$ cat config.mk
export PLATFORM = sky130hd
export DESIGN_NAME = imu_offset_calibrator_flat
export DESIGN_NICKNAME = d
export VERILOG_FILES = /design/src/imucal_pkg.sv /design/src/imucal_sample_if.sv /design/src/imucal_result_if.sv /design/src/imucal_div.sv /design/src/imucal_dp.sv /design/src/imucal_ctrl.sv /design/src/imu_offset_calibrator.sv /design/src/flat_wrapper.sv
export SDC_FILE = /design/constraint.sdc
export NUM_CORES = 2
export LEC_CHECK = 0
export BUFFER_PORTS_ARGS = -buffer_cell sky130_fd_sc_hd__buf_2
export CORE_ASPECT_RATIO = 1.5
export CORE_MARGIN = 2
export CORE_UTILIZATION = 35
export CTS_CLUSTER_DIAMETER = 100
export DETAILED_ROUTE_END_ITERATION = 8
export GPL_TIMING_DRIVEN = 0
export PLACE_DENSITY = 0.53
export SETUP_SLACK_MARGIN = 0.05
export SLEW_MARGIN = 40
export SYNTH_ARGS = -nofsm -noshare
export SYNTH_HDL_FRONTEND = slang
export SYNTH_HIERARCHICAL = 1
export SYNTH_SLANG_ARGS = --single-unit
$ cat constraint.sdc
create_clock -name clk -period 6.1 [get_ports clk]
set_input_delay 0.61 -clock clk [delete_from_list [all_inputs] [get_ports clk]]
set_output_delay 0.61 -clock clk [all_outputs]
set_load 0.005 [all_outputs]
$ cat src/imucal_pkg.sv
`timescale 1ns / 1ps

package imucal_pkg;

	localparam int NUM_AXES = 6;
	localparam int SMP_W    = 16;
	localparam int SUM_W    = 28;
	localparam int DVD_W    = SUM_W + 1;
	localparam int DSR_W    = 13;
	localparam int OFS_W    = 16;
	localparam int CIDX_W   = 3;
	localparam int CDAT_W   = 15;

	localparam logic [CIDX_W-1:0] CFG_WINDOW_LENGTH     = 3'd0;
	localparam logic [CIDX_W-1:0] CFG_SETTLE_SAMPLES    = 3'd1;
	localparam logic [CIDX_W-1:0] CFG_ACCEL_DEADZONE    = 3'd2;
	localparam logic [CIDX_W-1:0] CFG_GYRO_DEADZONE     = 3'd3;
	localparam logic [CIDX_W-1:0] CFG_GRAVITY_REFERENCE = 3'd4;

	localparam logic [12:0] WL_RESET     = 13'd1000;
	localparam logic [7:0]  SETTLE_RESET = 8'd101;
	localparam logic [7:0]  ADZ_RESET    = 8'd8;
	localparam logic [7:0]  GDZ_RESET    = 8'd2;
	localparam logic [14:0] GRAV_RESET   = 15'd16384;

	localparam logic [DSR_W-1:0] ACCEL_FIRST_DIV = 13'd8;
	localparam logic [DSR_W-1:0] GYRO_FIRST_DIV  = 13'd4;

	localparam logic [2:0] GRAV_AXIS = 3'd2;
	localparam logic [2:0] LAST_AXIS = 3'd5;

	typedef enum logic [1:0] {
		PH_FIRST,
		PH_REFINE,
		PH_DONE
	} phase_t;

	typedef enum logic [2:0] {
		ST_IDLE,
		ST_MEAN_GO,
		ST_MEAN_WAIT,
		ST_ERR_GO,
		ST_ERR_WAIT,
		ST_UPD,
		ST_OUT
	} state_t;

	typedef struct packed {
		logic sample;
		logic div_start;
		logic div_err;
		logic cap_mean;
		logic upd_axis;
		logic finish;
	} cmd_t;

	typedef struct packed {
		logic win_end;
		logic div_done;
		logic last_axis;
		logic out_free;
	} status_t;

	typedef struct packed {
		logic signed [SMP_W-1:0] accel_x;
		logic signed [SMP_W-1:0] accel_y;
		logic signed [SMP_W-1:0] accel_z;
		logic signed [SMP_W-1:0] gyro_x;
		logic signed [SMP_W-1:0] gyro_y;
		logic signed [SMP_W-1:0] gyro_z;
		logic                    restart;
	} sample_t;

	typedef struct packed {
		logic signed [OFS_W-1:0] accel_x_offset;
		logic signed [OFS_W-1:0] accel_y_offset;
		logic signed [OFS_W-1:0] accel_z_offset;
		logic signed [OFS_W-1:0] gyro_x_offset;
		logic signed [OFS_W-1:0] gyro_y_offset;
		logic signed [OFS_W-1:0] gyro_z_offset;
		logic                    converged;
		logic [15:0]             pass_index;
	} result_t;

	function automatic logic signed [OFS_W-1:0] sat16(input logic signed [29:0] v);
		logic signed [OFS_W-1:0] r;
		if (v > 30'sd32767) begin
			r = 16'sh7FFF;
		end else if (v < -30'sd32768) begin
			r = 16'sh8000;
		end else begin
			r = v[OFS_W-1:0];
		end
		return r;
	endfunction

endpackage

$ cat src/imucal_sample_if.sv
`timescale 1ns / 1ps

interface imucal_sample_if;
	logic               valid;
	logic               ready;
	logic signed [15:0] accel_x;
	logic signed [15:0] accel_y;
	logic signed [15:0] accel_z;
	logic signed [15:0] gyro_x;
	logic signed [15:0] gyro_y;
	logic signed [15:0] gyro_z;
	logic               restart;

	modport source (
		output valid, accel_x, accel_y, accel_z, gyro_x, gyro_y, gyro_z, restart,
		input  ready
	);
	modport sink (
		input  valid, accel_x, accel_y, accel_z, gyro_x, gyro_y, gyro_z, restart,
		output ready
	);
endinterface

$ cat src/imucal_result_if.sv
`timescale 1ns / 1ps

interface imucal_result_if;
	logic               valid;
	logic               ready;
	logic signed [15:0] accel_x_offset;
	logic signed [15:0] accel_y_offset;
	logic signed [15:0] accel_z_offset;
	logic signed [15:0] gyro_x_offset;
	logic signed [15:0] gyro_y_offset;
	logic signed [15:0] gyro_z_offset;
	logic               converged;
	logic [15:0]        pass_index;

	modport source (
		output valid, accel_x_offset, accel_y_offset, accel_z_offset,
			gyro_x_offset, gyro_y_offset, gyro_z_offset, converged, pass_index,
		input  ready
	);
	modport sink (
		input  valid, accel_x_offset, accel_y_offset, accel_z_offset,
			gyro_x_offset, gyro_y_offset, gyro_z_offset, converged, pass_index,
		output ready
	);
endinterface

$ cat src/imucal_div.sv
`timescale 1ns / 1ps

// Restoring divider, one quotient bit per cycle. Truncates toward zero.
// Divisor is always positive here, so only the dividend sign matters.
module imucal_div import imucal_pkg::*; (
	input  logic                    clk,
	input  logic                    arst_n,
	input  logic                    start,
	input  logic signed [DVD_W-1:0] dividend,
	input  logic [DSR_W-1:0]        divisor,
	output logic                    done,
	output logic signed [DVD_W-1:0] quotient
);

	localparam int StepW = $clog2(DVD_W + 1);

	logic             busy_q;
	logic             done_q;
	logic [StepW-1:0] step_q;
	logic [DVD_W-1:0] quo_q;
	logic [DSR_W-1:0] rem_q;
	logic [DSR_W-1:0] dsr_q;
	logic             neg_q;

	logic [DVD_W-1:0] mag_c;
	logic [DSR_W:0]   trial_c;
	logic             fits_c;

	assign mag_c   = dividend[DVD_W-1] ? DVD_W'(-dividend) : DVD_W'(dividend);
	assign trial_c = {rem_q, quo_q[DVD_W-1]};
	assign fits_c  = trial_c >= {1'b0, dsr_q};

	always_ff @(posedge clk or negedge arst_n) begin
		if (!arst_n) begin
			busy_q <= 1'b0;
			done_q <= 1'b0;
			step_q <= '0;
		end else begin
			done_q <= 1'b0;
			if (start) begin
				busy_q <= 1'b1;
				step_q <= StepW'(DVD_W);
			end else if (busy_q) begin
				step_q <= step_q - 1'b1;
				if (step_q == StepW'(1)) begin
					busy_q <= 1'b0;
					done_q <= 1'b1;
				end
			end
		end
	end

	always_ff @(posedge clk) begin
		if (start) begin
			quo_q <= mag_c;
			rem_q <= '0;
			dsr_q <= divisor;
			neg_q <= dividend[DVD_W-1];
		end else if (busy_q) begin
			if (fits_c) begin
				rem_q <= DSR_W'(trial_c - {1'b0, dsr_q});
				quo_q <= {quo_q[DVD_W-2:0], 1'b1};
			end else begin
				rem_q <= trial_c[DSR_W-1:0];
				quo_q <= {quo_q[DVD_W-2:0], 1'b0};
			end
		end
	end

	assign done     = done_q;
	assign quotient = neg_q ? -$signed(quo_q) : $signed(quo_q);

endmodule

$ cat src/imucal_dp.sv
`timescale 1ns / 1ps

module imucal_dp import imucal_pkg::*; #(
	parameter int MAX_WINDOW  = 4096,
	parameter int SAMPLE_BITS = 16
) (
	input  logic              clk,
	input  logic              arst_n,
	input  logic              cfg_we,
	input  logic [CIDX_W-1:0] cfg_index,
	input  logic [CDAT_W-1:0] cfg_wdata,
	input  sample_t           smp,
	input  cmd_t              cmd,
	output status_t           stat,
	input  logic              out_ready,
	output logic              out_valid,
	output result_t           res
);

	// window length register is 13 bits, so the usable maximum is capped there too
	localparam int EffMax = (MAX_WINDOW < ((1 << DSR_W) - 1)) ? MAX_WINDOW : ((1 << DSR_W) - 1);
	localparam int CntW   = $clog2(EffMax + 256);
	localparam logic [DSR_W-1:0] WlMax = DSR_W'(EffMax);

	// configuration
	logic [12:0] wl_q;
	logic [7:0]  settle_q;
	logic [7:0]  adz_q;
	logic [7:0]  gdz_q;
	logic [14:0] grav_q;

	// state
	logic signed [SUM_W-1:0] sums_q [NUM_AXES];
	logic signed [OFS_W-1:0] offs_q [NUM_AXES];
	logic [CntW-1:0]         cnt_q;
	phase_t                  phase_q;
	logic [15:0]             wcount_q;
	logic [2:0]              axis_q;
	logic signed [SUM_W-1:0] mean_q;
	logic signed [DVD_W-1:0] err_q;
	logic [NUM_AXES-1:0]     pass_q;
	logic                    out_valid_q;
	result_t                 res_q;

	logic [DSR_W-1:0]        wl_eff;
	logic [CntW-1:0]         last_c;
	logic [7:0]              adz_eff;
	phase_t                  phase_eff;
	logic [CntW-1:0]         cnt_eff;
	logic                    active_c;
	logic                    accum_c;
	logic                    win_end_c;
	logic signed [SMP_W-1:0] smp_a [NUM_AXES];
	logic signed [SUM_W-1:0] acc_c [NUM_AXES];

	logic signed [DVD_W-1:0] err_c;
	logic signed [DVD_W-1:0] dvd_c;
	logic [DSR_W-1:0]        dsr_c;
	logic                    accel_axis;
	logic                    div_done;
	logic signed [DVD_W-1:0] quo;
	logic [DVD_W-1:0]        mag_c;
	logic [7:0]              dz_c;
	logic                    pass_c;
	logic signed [OFS_W-1:0] new_off_c;
	logic                    out_free_c;

	function automatic logic signed [DVD_W-1:0] sext_smp(input logic [SMP_W-1:0] f);
		return {{(DVD_W - SAMPLE_BITS){f[SAMPLE_BITS-1]}}, f[SAMPLE_BITS-1:0]};
	endfunction

	always_comb begin
		if (wl_q == '0) begin
			wl_eff = DSR_W'(1);
		end else if (wl_q > WlMax) begin
			wl_eff = WlMax;
		end else begin
			wl_eff = wl_q;
		end
	end

	assign last_c  = CntW'(settle_q) + CntW'(wl_eff) - CntW'(1);
	assign adz_eff = (adz_q == '0) ? 8'd1 : adz_q;

	assign smp_a[0] = smp.accel_x;
	assign smp_a[1] = smp.accel_y;
	assign smp_a[2] = smp.accel_z;
	assign smp_a[3] = smp.gyro_x;
	assign smp_a[4] = smp.gyro_y;
	assign smp_a[5] = smp.gyro_z;

	// restart acts before the sample is looked at
	assign phase_eff = smp.restart ? PH_FIRST : phase_q;
	assign cnt_eff   = smp.restart ? '0 : cnt_q;
	assign active_c  = (phase_eff == PH_FIRST) || (phase_eff == PH_REFINE);
	assign accum_c   = active_c && (cnt_eff >= CntW'(settle_q));
	assign win_end_c = active_c && (cnt_eff >= last_c);

	always_comb begin
		logic signed [SUM_W-1:0] base;
		logic signed [DVD_W-1:0] t;
		for (int k = 0; k < NUM_AXES; k++) begin
			base = smp.restart ? '0 : sums_q[k];
			t    = {base[SUM_W-1], base} + sext_smp(smp_a[k]);
			if (!accum_c) begin
				acc_c[k] = base;
			end else if (t[DVD_W-1] != t[SUM_W-1]) begin
				acc_c[k] = {t[DVD_W-1], {(SUM_W-1){~t[DVD_W-1]}}};
			end else begin
				acc_c[k] = t[SUM_W-1:0];
			end
		end
	end

	// window-end arithmetic, one axis at a time through the shared divider
	assign accel_axis = axis_q < 3'd3;
	assign err_c = (axis_q == GRAV_AXIS) ?
		$signed({14'b0, grav_q}) - {mean_q[SUM_W-1], mean_q} :
		-{mean_q[SUM_W-1], mean_q};

	always_comb begin
		if (!cmd.div_err) begin
			dvd_c = {sums_q[axis_q][SUM_W-1], sums_q[axis_q]};
			dsr_c = wl_eff;
		end else begin
			dvd_c = err_c;
			if (phase_q == PH_FIRST) begin
				dsr_c = accel_axis ? ACCEL_FIRST_DIV : GYRO_FIRST_DIV;
			end else begin
				dsr_c = accel_axis ? DSR_W'(adz_eff) : DSR_W'({1'b0, gdz_q} + 9'd1);
			end
		end
	end

	imucal_div u_div (
		.clk      (clk),
		.arst_n   (arst_n),
		.start    (cmd.div_start),
		.dividend (dvd_c),
		.divisor  (dsr_c),
		.done     (div_done),
		.quotient (quo)
	);

	assign mag_c  = err_q[DVD_W-1] ? DVD_W'(-err_q) : DVD_W'(err_q);
	assign dz_c   = accel_axis ? adz_eff : gdz_q;
	assign pass_c = mag_c <= {{(DVD_W-8){1'b0}}, dz_c};

	always_comb begin
		if (phase_q == PH_FIRST) begin
			new_off_c = sat16({quo[DVD_W-1], quo});
		end else if (pass_c) begin
			new_off_c = offs_q[axis_q];
		end else begin
			new_off_c = sat16({{14{offs_q[axis_q][OFS_W-1]}}, offs_q[axis_q]} +
				{quo[DVD_W-1], quo});
		end
	end

	assign out_free_c = !out_valid_q || out_ready;

	always_ff @(posedge clk or negedge arst_n) begin
		if (!arst_n) begin
			wl_q     <= WL_RESET;
			settle_q <= SETTLE_RESET;
			adz_q    <= ADZ_RESET;
			gdz_q    <= GDZ_RESET;
			grav_q   <= GRAV_RESET;
		end else if (cfg_we) begin
			case (cfg_index)
				CFG_WINDOW_LENGTH:     wl_q     <= cfg_wdata[12:0];
				CFG_SETTLE_SAMPLES:    settle_q <= cfg_wdata[7:0];
				CFG_ACCEL_DEADZONE:    adz_q    <= cfg_wdata[7:0];
				CFG_GYRO_DEADZONE:     gdz_q    <= cfg_wdata[7:0];
				CFG_GRAVITY_REFERENCE: grav_q   <= cfg_wdata[14:0];
				default: ;
			endcase
		end
	end

	always_ff @(posedge clk or negedge arst_n) begin
		if (!arst_n) begin
			for (int k = 0; k < NUM_AXES; k++) begin
				sums_q[k] <= '0;
				offs_q[k] <= '0;
			end
			cnt_q       <= '0;
			phase_q     <= PH_FIRST;
			wcount_q    <= '0;
			axis_q      <= '0;
			pass_q      <= '0;
			out_valid_q <= 1'b0;
		end else begin
			if (cmd.sample) begin
				for (int k = 0; k < NUM_AXES; k++) begin
					sums_q[k] <= acc_c[k];
					if (smp.restart) begin
						offs_q[k] <= '0;
					end
				end
				if (smp.restart) begin
					phase_q  <= PH_FIRST;
					wcount_q <= '0;
				end
				if (active_c) begin
					cnt_q <= win_end_c ? cnt_eff : cnt_eff + 1'b1;
				end
			end
			if (cmd.upd_axis) begin
				sums_q[axis_q] <= '0;
				offs_q[axis_q] <= new_off_c;
				pass_q[axis_q] <= pass_c;
				axis_q         <= axis_q + 1'b1;
			end
			if (cmd.finish) begin
				cnt_q       <= '0;
				axis_q      <= '0;
				out_valid_q <= 1'b1;
				if (wcount_q != 16'hFFFF) begin
					wcount_q <= wcount_q + 1'b1;
				end
				if (phase_q == PH_FIRST) begin
					phase_q <= PH_REFINE;
				end else if (&pass_q) begin
					phase_q <= PH_DONE;
				end
			end else if (out_ready) begin
				out_valid_q <= 1'b0;
			end
		end
	end

	always_ff @(posedge clk) begin
		if (cmd.cap_mean) begin
			mean_q <= quo[SUM_W-1:0];
		end
		if (cmd.div_start && cmd.div_err) begin
			err_q <= err_c;
		end
		if (cmd.finish) begin
			res_q.accel_x_offset <= offs_q[0];
			res_q.accel_y_offset <= offs_q[1];
			res_q.accel_z_offset <= offs_q[2];
			res_q.gyro_x_offset  <= offs_q[3];
			res_q.gyro_y_offset  <= offs_q[4];
			res_q.gyro_z_offset  <= offs_q[5];
			res_q.converged      <= (phase_q == PH_REFINE) && (&pass_q);
			res_q.pass_index     <= (wcount_q != 16'hFFFF) ? wcount_q + 1'b1 : wcount_q;
		end
	end

	assign stat.win_end   = win_end_c;
	assign stat.div_done  = div_done;
	assign stat.last_axis = axis_q == LAST_AXIS;
	assign stat.out_free  = out_free_c;

	assign out_valid = out_valid_q;
	assign res       = res_q;

endmodule

$ cat src/imucal_ctrl.sv
`timescale 1ns / 1ps

module imucal_ctrl import imucal_pkg::*; (
	input  logic    clk,
	input  logic    arst_n,
	input  logic    in_valid,
	output logic    in_ready,
	input  status_t stat,
	output cmd_t    cmd
);

	state_t state_q;
	state_t state_d;

	always_ff @(posedge clk or negedge arst_n) begin
		if (!arst_n) begin
			state_q <= ST_IDLE;
		end else begin
			state_q <= state_d;
		end
	end

	always_comb begin
		state_d = state_q;
		case (state_q)
			ST_IDLE: begin
				if (in_valid && stat.win_end) begin
					state_d = ST_MEAN_GO;
				end
			end
			ST_MEAN_GO:   state_d = ST_MEAN_WAIT;
			ST_MEAN_WAIT: begin
				if (stat.div_done) begin
					state_d = ST_ERR_GO;
				end
			end
			ST_ERR_GO:    state_d = ST_ERR_WAIT;
			ST_ERR_WAIT: begin
				if (stat.div_done) begin
					state_d = ST_UPD;
				end
			end
			ST_UPD:       state_d = stat.last_axis ? ST_OUT : ST_MEAN_GO;
			ST_OUT: begin
				if (stat.out_free) begin
					state_d = ST_IDLE;
				end
			end
			default:      state_d = ST_IDLE;
		endcase
	end

	always_comb begin
		cmd      = '0;
		in_ready = 1'b0;
		case (state_q)
			ST_IDLE: begin
				in_ready   = 1'b1;
				cmd.sample = in_valid;
			end
			ST_MEAN_GO:   cmd.div_start = 1'b1;
			ST_MEAN_WAIT: cmd.cap_mean  = stat.div_done;
			ST_ERR_GO: begin
				cmd.div_start = 1'b1;
				cmd.div_err   = 1'b1;
			end
			ST_UPD:       cmd.upd_axis  = 1'b1;
			ST_OUT:       cmd.finish    = stat.out_free;
			default: ;
		endcase
	end

endmodule

$ cat src/imu_offset_calibrator.sv
// Samples are taken one per cycle while no window is being processed.
// An item that closes a window triggers two serial 29-step divisions per axis on one
// shared divider (mean, then offset step); no items are taken until the result is registered.
// The result sits in an output register, so the next window starts while it waits.
// Reset (arst_n low, asynchronous) restores the default registers, zeroes all offsets,
// sums and counters, and starts over with a first window.
`timescale 1ns / 1ps

module imu_offset_calibrator import imucal_pkg::*; #(
	parameter int MAX_WINDOW  = 4096,
	parameter int SAMPLE_BITS = 16
) (
	input  logic                clk,
	input  logic                arst_n,
	imucal_sample_if.sink       sample,
	imucal_result_if.source     result,
	input  logic                cfg_we,
	input  logic [CIDX_W-1:0]   cfg_index,
	input  logic [CDAT_W-1:0]   cfg_wdata
);

	sample_t smp;
	result_t res;
	cmd_t    cmd;
	status_t stat;
	logic    in_ready;
	logic    out_valid;

	assign smp.accel_x = sample.accel_x;
	assign smp.accel_y = sample.accel_y;
	assign smp.accel_z = sample.accel_z;
	assign smp.gyro_x  = sample.gyro_x;
	assign smp.gyro_y  = sample.gyro_y;
	assign smp.gyro_z  = sample.gyro_z;
	assign smp.restart = sample.restart;
	assign sample.ready = in_ready;

	imucal_ctrl u_ctrl (
		.clk      (clk),
		.arst_n   (arst_n),
		.in_valid (sample.valid),
		.in_ready (in_ready),
		.stat     (stat),
		.cmd      (cmd)
	);

	imucal_dp #(
		.MAX_WINDOW  (MAX_WINDOW),
		.SAMPLE_BITS (SAMPLE_BITS)
	) u_dp (
		.clk       (clk),
		.arst_n    (arst_n),
		.cfg_we    (cfg_we),
		.cfg_index (cfg_index),
		.cfg_wdata (cfg_wdata),
		.smp       (smp),
		.cmd       (cmd),
		.stat      (stat),
		.out_ready (result.ready),
		.out_valid (out_valid),
		.res       (res)
	);

	assign result.valid          = out_valid;
	assign result.accel_x_offset = res.accel_x_offset;
	assign result.accel_y_offset = res.accel_y_offset;
	assign result.accel_z_offset = res.accel_z_offset;
	assign result.gyro_x_offset  = res.gyro_x_offset;
	assign result.gyro_y_offset  = res.gyro_y_offset;
	assign result.gyro_z_offset  = res.gyro_z_offset;
	assign result.converged      = res.converged;
	assign result.pass_index     = res.pass_index;

endmodule

$ cat src/flat_wrapper.sv
// flat-port wrapper written by rule: the top's interface ports become plain ports
module imu_offset_calibrator_flat import imucal_pkg::*;
#(
	parameter int MAX_WINDOW  = 4096,
	parameter int SAMPLE_BITS = 16
)
  (clk, arst_n, cfg_we, cfg_index, cfg_wdata, sample_valid, sample_accel_x, sample_accel_y, sample_accel_z, sample_gyro_x, sample_gyro_y, sample_gyro_z, sample_restart, sample_ready, result_valid, result_accel_x_offset, result_accel_y_offset, result_accel_z_offset, result_gyro_x_offset, result_gyro_y_offset, result_gyro_z_offset, result_converged, result_pass_index, result_ready);
  imucal_sample_if sample_i ();
  imucal_result_if result_i ();
  input  logic clk;
  input  logic arst_n;
  input  logic cfg_we;
  input  logic [CIDX_W-1:0] cfg_index;
  input  logic [CDAT_W-1:0] cfg_wdata;
  input wire logic [$bits(sample_i.valid)-1:0] sample_valid;
  input wire logic [$bits(sample_i.accel_x)-1:0] sample_accel_x;
  input wire logic [$bits(sample_i.accel_y)-1:0] sample_accel_y;
  input wire logic [$bits(sample_i.accel_z)-1:0] sample_accel_z;
  input wire logic [$bits(sample_i.gyro_x)-1:0] sample_gyro_x;
  input wire logic [$bits(sample_i.gyro_y)-1:0] sample_gyro_y;
  input wire logic [$bits(sample_i.gyro_z)-1:0] sample_gyro_z;
  input wire logic [$bits(sample_i.restart)-1:0] sample_restart;
  output wire logic [$bits(sample_i.ready)-1:0] sample_ready;
  output wire logic [$bits(result_i.valid)-1:0] result_valid;
  output wire logic [$bits(result_i.accel_x_offset)-1:0] result_accel_x_offset;
  output wire logic [$bits(result_i.accel_y_offset)-1:0] result_accel_y_offset;
  output wire logic [$bits(result_i.accel_z_offset)-1:0] result_accel_z_offset;
  output wire logic [$bits(result_i.gyro_x_offset)-1:0] result_gyro_x_offset;
  output wire logic [$bits(result_i.gyro_y_offset)-1:0] result_gyro_y_offset;
  output wire logic [$bits(result_i.gyro_z_offset)-1:0] result_gyro_z_offset;
  output wire logic [$bits(result_i.converged)-1:0] result_converged;
  output wire logic [$bits(result_i.pass_index)-1:0] result_pass_index;
  input wire logic [$bits(result_i.ready)-1:0] result_ready;
  assign sample_i.valid = sample_valid;
  assign sample_i.accel_x = sample_accel_x;
  assign sample_i.accel_y = sample_accel_y;
  assign sample_i.accel_z = sample_accel_z;
  assign sample_i.gyro_x = sample_gyro_x;
  assign sample_i.gyro_y = sample_gyro_y;
  assign sample_i.gyro_z = sample_gyro_z;
  assign sample_i.restart = sample_restart;
  assign sample_ready = sample_i.ready;
  assign result_valid = result_i.valid;
  assign result_accel_x_offset = result_i.accel_x_offset;
  assign result_accel_y_offset = result_i.accel_y_offset;
  assign result_accel_z_offset = result_i.accel_z_offset;
  assign result_gyro_x_offset = result_i.gyro_x_offset;
  assign result_gyro_y_offset = result_i.gyro_y_offset;
  assign result_gyro_z_offset = result_i.gyro_z_offset;
  assign result_converged = result_i.converged;
  assign result_pass_index = result_i.pass_index;
  assign result_i.ready = result_ready;
  imu_offset_calibrator #(.MAX_WINDOW(MAX_WINDOW), .SAMPLE_BITS(SAMPLE_BITS)) u_core (.clk(clk), .arst_n(arst_n), .sample(sample_i), .result(result_i), .cfg_we(cfg_we), .cfg_index(cfg_index), .cfg_wdata(cfg_wdata));
endmodule
Yosys cells after proc, flatten, opt, wreduce, memory -nomap -nowiden
Index checks and enable logic that the tools add are counted.
Widths: inputs -> output; s select.

storage, ports and cells
  register bits after elaboration = 593
  input port bits = 120
  output and inout bits = 115
  word-level logic and storage cells = 245

cells by class
  $add $sub $neg = 20
  $lt $le $gt $ge = 14
  equality and inequality tests = 26
  muxes and demuxes = 105
  bitwise operators = 9
  reductions and logical operators = 30

operator list
  kind                  number
  $mux 28               21
  $mux 168              2
  $mux 16               20
  $mux 29               7
  $mux 96               2
  $add 28x16->29        6
  $and 168x168->168     1
  $not 168->168         1
  $mux 13               9
  $neg 29->29           4
  $bwmux 96             1
  $bmux 28 s3           1
  $demux 28 s3          1
  $bmux 16 s3           1
  $demux 16 s3          1
  $add 16x29->30        1
  $gt 30x16->1 const B  1
  $lt 30x16->1 const B  1
  $gt 29x16->1 const B  1
  $le 29x8->1           1
  $lt 29x16->1 const B  1
  $sub 16x28->29        1
  $mux 3                7
  $pmux 3 s7            1
  47 further kinds      111

Longest topological paths before layout
  word-level depth = 12
  mapped depth = 26
  gate-level depth less buffers = 26

Cells and area by module
The synthesis kept the hierarchy.

modules (own cells, without submodules)
  module       times used  cells an instance  area each (um2)  sequential area each (um2)
  imucal_dp    1           4,309              38,669.6         14,054.7
  imucal_div   1           456                4,252.8          1,726.7
  imucal_ctrl  1           26                 224.0            75.1

Least setup slack after synthesis
OpenSTA, ideal clock, no wires.

  path type = in2reg
  start point = in sample_restart
  end point = reg u_core/u_dp/sums_q[67] (netlist name)
  library setup time = 0.078 ns
  arrival = 5.746 ns
  required time = 6.022 ns
  path slack = 0.276 ns
  cell stages on the path = 26
  buffers on the path = 6
  path through = clkbuf_1 clkbuf_1 clkbuf_1 clkbuf_1 nor2b_1 ha_1 and3_1 and3_1 a211oi_1 o21ai_0 a21oi_1 o311ai_0 a2111oi_0 a21oi_1 a21oi_1 o21bai_1 xor2_1 ha_1 clkinv_1 a211o_1 and2_1 clkbuf_1 clkbuf_1 o21ai_0 o21ai_0 a21oi_1

between the ends
  cells in the longest elaborated chain, start to end = 8
  elaborated cells between the ends (all ways) = 16
  classes of those cells = add/sub: 1; order compare: 1; eq/ne: 2; mux: 7; bitwise: 2; reduce/logical: 3

RTL lines
  what                                          RTL line                           source
  from (decl)                                   flat_wrapper.sv:22                 input wire logic [$bits(sample_i.restart)-1:0] sample_restart;
  $mux 28 or $mux 2 (tied branches)             imucal_dp.sv:103, imucal_dp.sv:93
  $add 28x16->29, or another cell as far along  imucal_dp.sv:104                   t = {base[SUM_W-1], base} + sext_smp(smp_a[k]);
  $ne 1x1->1, or another cell as far along      imucal_dp.sv:107                   end else if (t[DVD_W-1] != t[SUM_W-1]) begin
  $mux 28 or $logic_and 1x1->1 (tied branches)  imucal_dp.sv:107, imucal_dp.sv:96
  $mux 28 (*)                                   imucal_dp.sv:105                   if (!accum_c) begin
  $mux 168 (*)                                  imucal_dp.sv:194                   if (cmd.sample) begin
  $and 168x168->168 (no source line)            --
  $mux 168 (*)                                  imucal_dp.sv:209                   if (cmd.upd_axis) begin
  to (signal, indexed assignment)               imucal_dp.sv:196                   sums_q[k] <= acc_c[k];
  to (decl)                                     imucal_dp.sv:33                    logic signed [SUM_W-1:0] sums_q [NUM_AXES];

Every way passes the cells marked *; elsewhere a longest branch is shown, timed or not.
A chain may end at the register's enable or synchronous reset.

Worst setup path after layout
  start point = reg u_core.u_dp.axis_q[0]
  end point = reg u_core/u_dp/offs_q[88] (netlist name)

between the ends
  cells in the longest elaborated chain, start to end = 12
  elaborated cells between the ends (all ways) = 21
  classes of those cells = add/sub: 1; order compare: 6; mux: 12; bitwise: 1; reduce/logical: 1

RTL lines
  what                                         RTL line                                              source
  from (decl)                                  imucal_dp.sv:38                                       logic [2:0] axis_q;
  from (signal assigned)                       imucal_dp.sv:213                                      axis_q <= axis_q + 1'b1;
  $not 3->4 (implied by the code)              imucal_dp.sv:153, imucal_dp.sv:155, imucal_dp.sv:211
  $bmux 16 s3                                  imucal_dp.sv:153, imucal_dp.sv:155
  $mux 16 (implied by the code) (2 in series)  imucal_dp.sv:153, imucal_dp.sv:155
  $add 16x29->30                               imucal_dp.sv:155                                      new_off_c = sat16({{14{offs_q[axis_q][OFS_W-1]}}, offs_q[axis_q]} +
  $lt 30x16->1                                 imucal_pkg.sv:89                                      end else if (v < -30'sd32768) begin
  $mux 16                                      imucal_pkg.sv:89
  $mux 16                                      imucal_pkg.sv:87                                      if (v > 30'sd32767) begin
  $mux 16                                      imucal_dp.sv:152                                      end else if (pass_c) begin
  $mux 16                                      imucal_dp.sv:150                                      if (phase_q == PH_FIRST) begin
  $bwmux 96 (*)                                imucal_dp.sv:211                                      offs_q[axis_q] <= new_off_c;
  $mux 96 (*)                                  imucal_dp.sv:209
  to (signal, indexed assignment)              imucal_dp.sv:211
  to (decl)                                    imucal_dp.sv:34                                       logic signed [OFS_W-1:0] offs_q [NUM_AXES];

Every way passes the cells marked *; elsewhere a longest branch is shown, timed or not. The select of a mux whose other input is x is not followed.

==> out/qor.csv <==
metric;value;unit
run status;complete, no violations;
RSZ-0062 raised after global routing;no;
die height;434;um
Final ANT Viol Nets;0;
# rows;157;
setup violators final;0;
TritonCTS clock tree;built;
average size of a mapped cell;9.01;um2
DR vias/cell;5.95;
Crit path largest cell delay;0.40;ns
Hold Crit Class;in2reg;
fraction of layout cells with a size suffix above 1;0.131;
CP top delay family;compound AO/OA/AOI/OAI gates;
Post-Syn Area;43100;um2
CP Capture Type;register;
First-pass DRT Iterations;6;
worst-path fanout max;10;
Seq/Total Area, Yosys;0.368;
vias;40300;
H-tree depth;3;
nets@finish;5548;
hold_ws;0.169;ns
Slowest cell on crit path;ha_1;
static leakage;21.2;nW
Setup crit start kind;register;
clock buffer depth;3;
Post-synth EDFFs;213;
dpl hpwl;141;mm
Mapped Nets;5216;
vias in the first global route;39700;
CTS Sinks;593;
global-route wire length before repair;261;mm
Iteration-0 DRC Markers;3564;
Clock Pin Slew Worst Setup and Hold Paths;0.06;ns
fin. max-slew vios;0;
port bufs;234;
min Tclk post-route;5.90;ns
initial antenna violation count;5;
CP dominant cell by count;a21o_1;
drt drc;0;
I/O pins;235;
Slew @ Worst Pin;1.01;ns
dominant synthesized flop cell;dfrtp_1;
TritonCTS buffer count;68;
Hold Fails Final Rpt;0;
GPL Wtd Cong;0.976;
total congestion overflow;0;
Netlist cell types;105;
critical path buffer and inverter count;6;
Chip Width;291;um
Setup CP Type;reg2reg;
drt wl/cell;26.6;um
sequential standard cell area;15900;um2
clock skew;0.0295;ns
setup_tns;0;ns
PD cells;201;nW/um2
Mapped Cells;4791;
GR Util All Layers;0.279;
Tcrit/Tclk final;0.968;
Cell Area, Placed;46800;um2
Root Buffer;clkbuf_16;
worst-path cell chain;clkbuf_2 > nor2_1 > clkbuf_2 > clkbuf_4 > a221o_1 > a221oi_1 > inv_1 > ha_1 > a21o_1 > a21o_1 > a21o_1 > and3_1 > or3_1 > o21ai_0 > a31oi_1 > buf_4 > nor2_2 > a21oi_4 > buf_4 > a211oi_4 > o21ai_1;
area added between synthesis and finish;14.8;%
#FFs+latches synth;593;
largest net degree at the start of global routing;65;
Initial Util;0.353;
slew margin rel.;0.322;
Ys Warns;6;
ys async rst share;0.619;
peak supply drop;0.193;mV
fill count;12400;
Multi-input gate area;26000;um2
final WL;180;mm
Worst-Skew Late Latency;0.69;ns
Core Region;122000;um2
Required @ worst endpoint;6.63;ns
DIE AREA;126000;um2
Final Cell Area;49500;um2
Worst EP arrival;6.44;ns
fmax;0.169;GHz
number of max-cap violations;0;
[state kept, by name, summed over array words and instances (netlist names), 13 cells and up]
name	cells
u_core/u_dp/u_div/dsr_q	13
u_core/u_dp/grav_q	15
u_core/u_dp/u_div/quo_q	29
u_core/u_dp/wl_q	13
u_core/u_dp/res	113
u_core/u_dp/err_q	29
u_core/u_dp/cnt_q	13
u_core/u_dp/offs_q	96
u_core/u_dp/mean_q	28
u_core/u_dp/u_div/rem_q	13
u_core/u_dp/sums_q	168
u_core/u_dp/wcount_q	16
[cell usage in the layout, fill, tap and decap left out, types with 72 or more instances in the layout]
cell and n:
nor2_1 293, nand3_1 181, clkbuf_16 72, edfxtp_1 213, a32oi_1 81, nand2b_1 80
a21o_1 136, mux2_2 89, a21oi_1 335, dfrtp_1 354, inv_1 174, xnor2_1 172
nand2_1 380, xor2_1 116, buf_2 245, nor3_1 98, ha_1 293, clkbuf_1 173
nor2b_1 208, o21ai_0 283
[repair_timing]
item,CTS,global route
resized for setup,50,66
hold endpoints to repair,35,0
pin swaps,2,8
buffers inserted,2,11
endpoints found under the setup margin,253,220
hold buffers,1,0
[stage by stage]
stage | setup slack, ns | instances | total power, mW | util
4_1_cts | 0.0522 | 6761 | 10.0 | 0.403
3_5_place_dp | -2.26 | 6633 | 5.64 | 0.383
5_1_grt | 0.0441 | 6770 | 10.4 | 0.405
3_3_place_gp | -3.77 | 6615 | 5.61 | 0.379
6_report | 0.198 | 6772 | 9.96 | 0.405
2_1_floorplan | 0.276 | 4791 | 5.20 | -
[power breakdown]
group          switching [mW]  internal [mW]
Combinational           0.783          0.538
Sequential             0.0741           4.20
Clock                    1.89           2.47
Total                    2.75           7.21
[synthesized netlist by cell type (28+ instances only)]
library cell / instances / area share
mux2i_1: 43 / 0.010
nor3_1: 104 / 0.012
a21o_1: 136 / 0.024
nor2_1: 305 / 0.027
nor4_1: 30 / 0.0043
a21oi_1: 338 / 0.039
and2_1: 38 / 0.0055
inv_1: 175 / 0.015
o21bai_1: 31 / 0.0054
nand4_1: 28 / 0.0041
xnor2_1: 179 / 0.036
and3_1: 51 / 0.0074
clkbuf_1: 229 / 0.020
xor2_1: 116 / 0.024
or3_1: 36 / 0.0052
dfrtp_1: 354 / 0.21
o21ai_1: 63 / 0.0073
nor2b_1: 209 / 0.030
nand3_1: 182 / 0.021
a31oi_1: 42 / 0.0061
a211oi_1: 37 / 0.0064
ha_1: 295 / 0.086
o21ai_0: 288 / 0.033
o21a_1: 47 / 0.0082
edfxtp_1: 213 / 0.15
nand2b_1: 81 / 0.012
a32oi_1: 81 / 0.016
nand2_1: 380 / 0.033
a22o_1: 44 / 0.0089
a22oi_1: 71 / 0.012
mux2_2: 89 / 0.023
o31ai_1: 37 / 0.0064
o22ai_1: 43 / 0.0062
[worst paths after layout]
path,start,endpoint,slack (ns),cells after the start
worst min-delay path,cfg_wdata[14],u_core/u_dp/grav_q[14]$_DFFE_PN1P_,0.17,2
worst max-delay path,u_core/u_dp/axis_q[0]$_DFFE_PN0P_,u_core/u_dp/offs_q[88]$_DFF_PN0_,0.20,21
min in group asynchronous,arst_n,u_core/u_dp/sums_q[161]$_DFF_PN0_,0.42,2
worst max register to register,u_core/u_dp/axis_q[0]$_DFFE_PN0P_,u_core/u_dp/offs_q[88]$_DFF_PN0_,0.20,21
max in group asynchronous,arst_n,u_core/u_dp/offs_q[40]$_DFF_PN0_,4.33,5
worst min register to register,u_core/u_dp/pass_q[1]$_DFFE_PN0P_,u_core/u_dp/pass_q[1]$_DFFE_PN0P_,0.48,2
[worst register-to-register path, stage by stage, from the launching register on]
cell	delay [ns]
dfrtp_1	0.38
clkbuf_2	0.29
nor2_1	0.16
clkbuf_2	0.33
clkbuf_4	0.37
a221o_1	0.39
a221oi_1	0.29
inv_1	0.21
ha_1	0.40
a21o_1	0.20
a21o_1	0.18
a21o_1	0.22
and3_1	0.24
or3_1	0.40
o21ai_0	0.22
a31oi_1	0.20
buf_4	0.25
nor2_2	0.19
a21oi_4	0.10
buf_4	0.23
a211oi_4	0.37
o21ai_1	0.16
[per-layer routing]
metal	routed length (um)	track usage
met1	69100	0.325
met2	84800	0.468
met3	11300	0.0394
met4	15100	0.209
met5	21	0
[cells by family (layout without fill, tap and decap cells)]
logic type                 count (synthesis)  in the layout  synth area share
other                                      0              3                 0
buffers and inverters                    436            824            0.0387
AOI/OAI and AO/OA                       1506           1506             0.233
xor gates and xnor gates                 295            295            0.0599
and+or+nand+nor                         1523           1523             0.177
adders and majority gates                305            305            0.0902
muxes                                    133            133            0.0337
DFF                                      593            593             0.368
[area by class of cell]
| cell class | count | share of cell area |
|---|---|---|
| inverters | 180 | 0.0139 |
| clock inverters | 43 | 0.00831 |
| flip-flops and latches | 593 | 0.320 |
| plain buffers | 251 | 0.0224 |
| well taps | 1590 | 0.0402 |
| repair buffers | 267 | 0.0327 |
| clock buffers | 83 | 0.0380 |
| multi-input cells | 3762 | 0.524 |
| diodes | 3 | 0.000152 |
No activity file was read; power rests on OpenSTA's default activity.
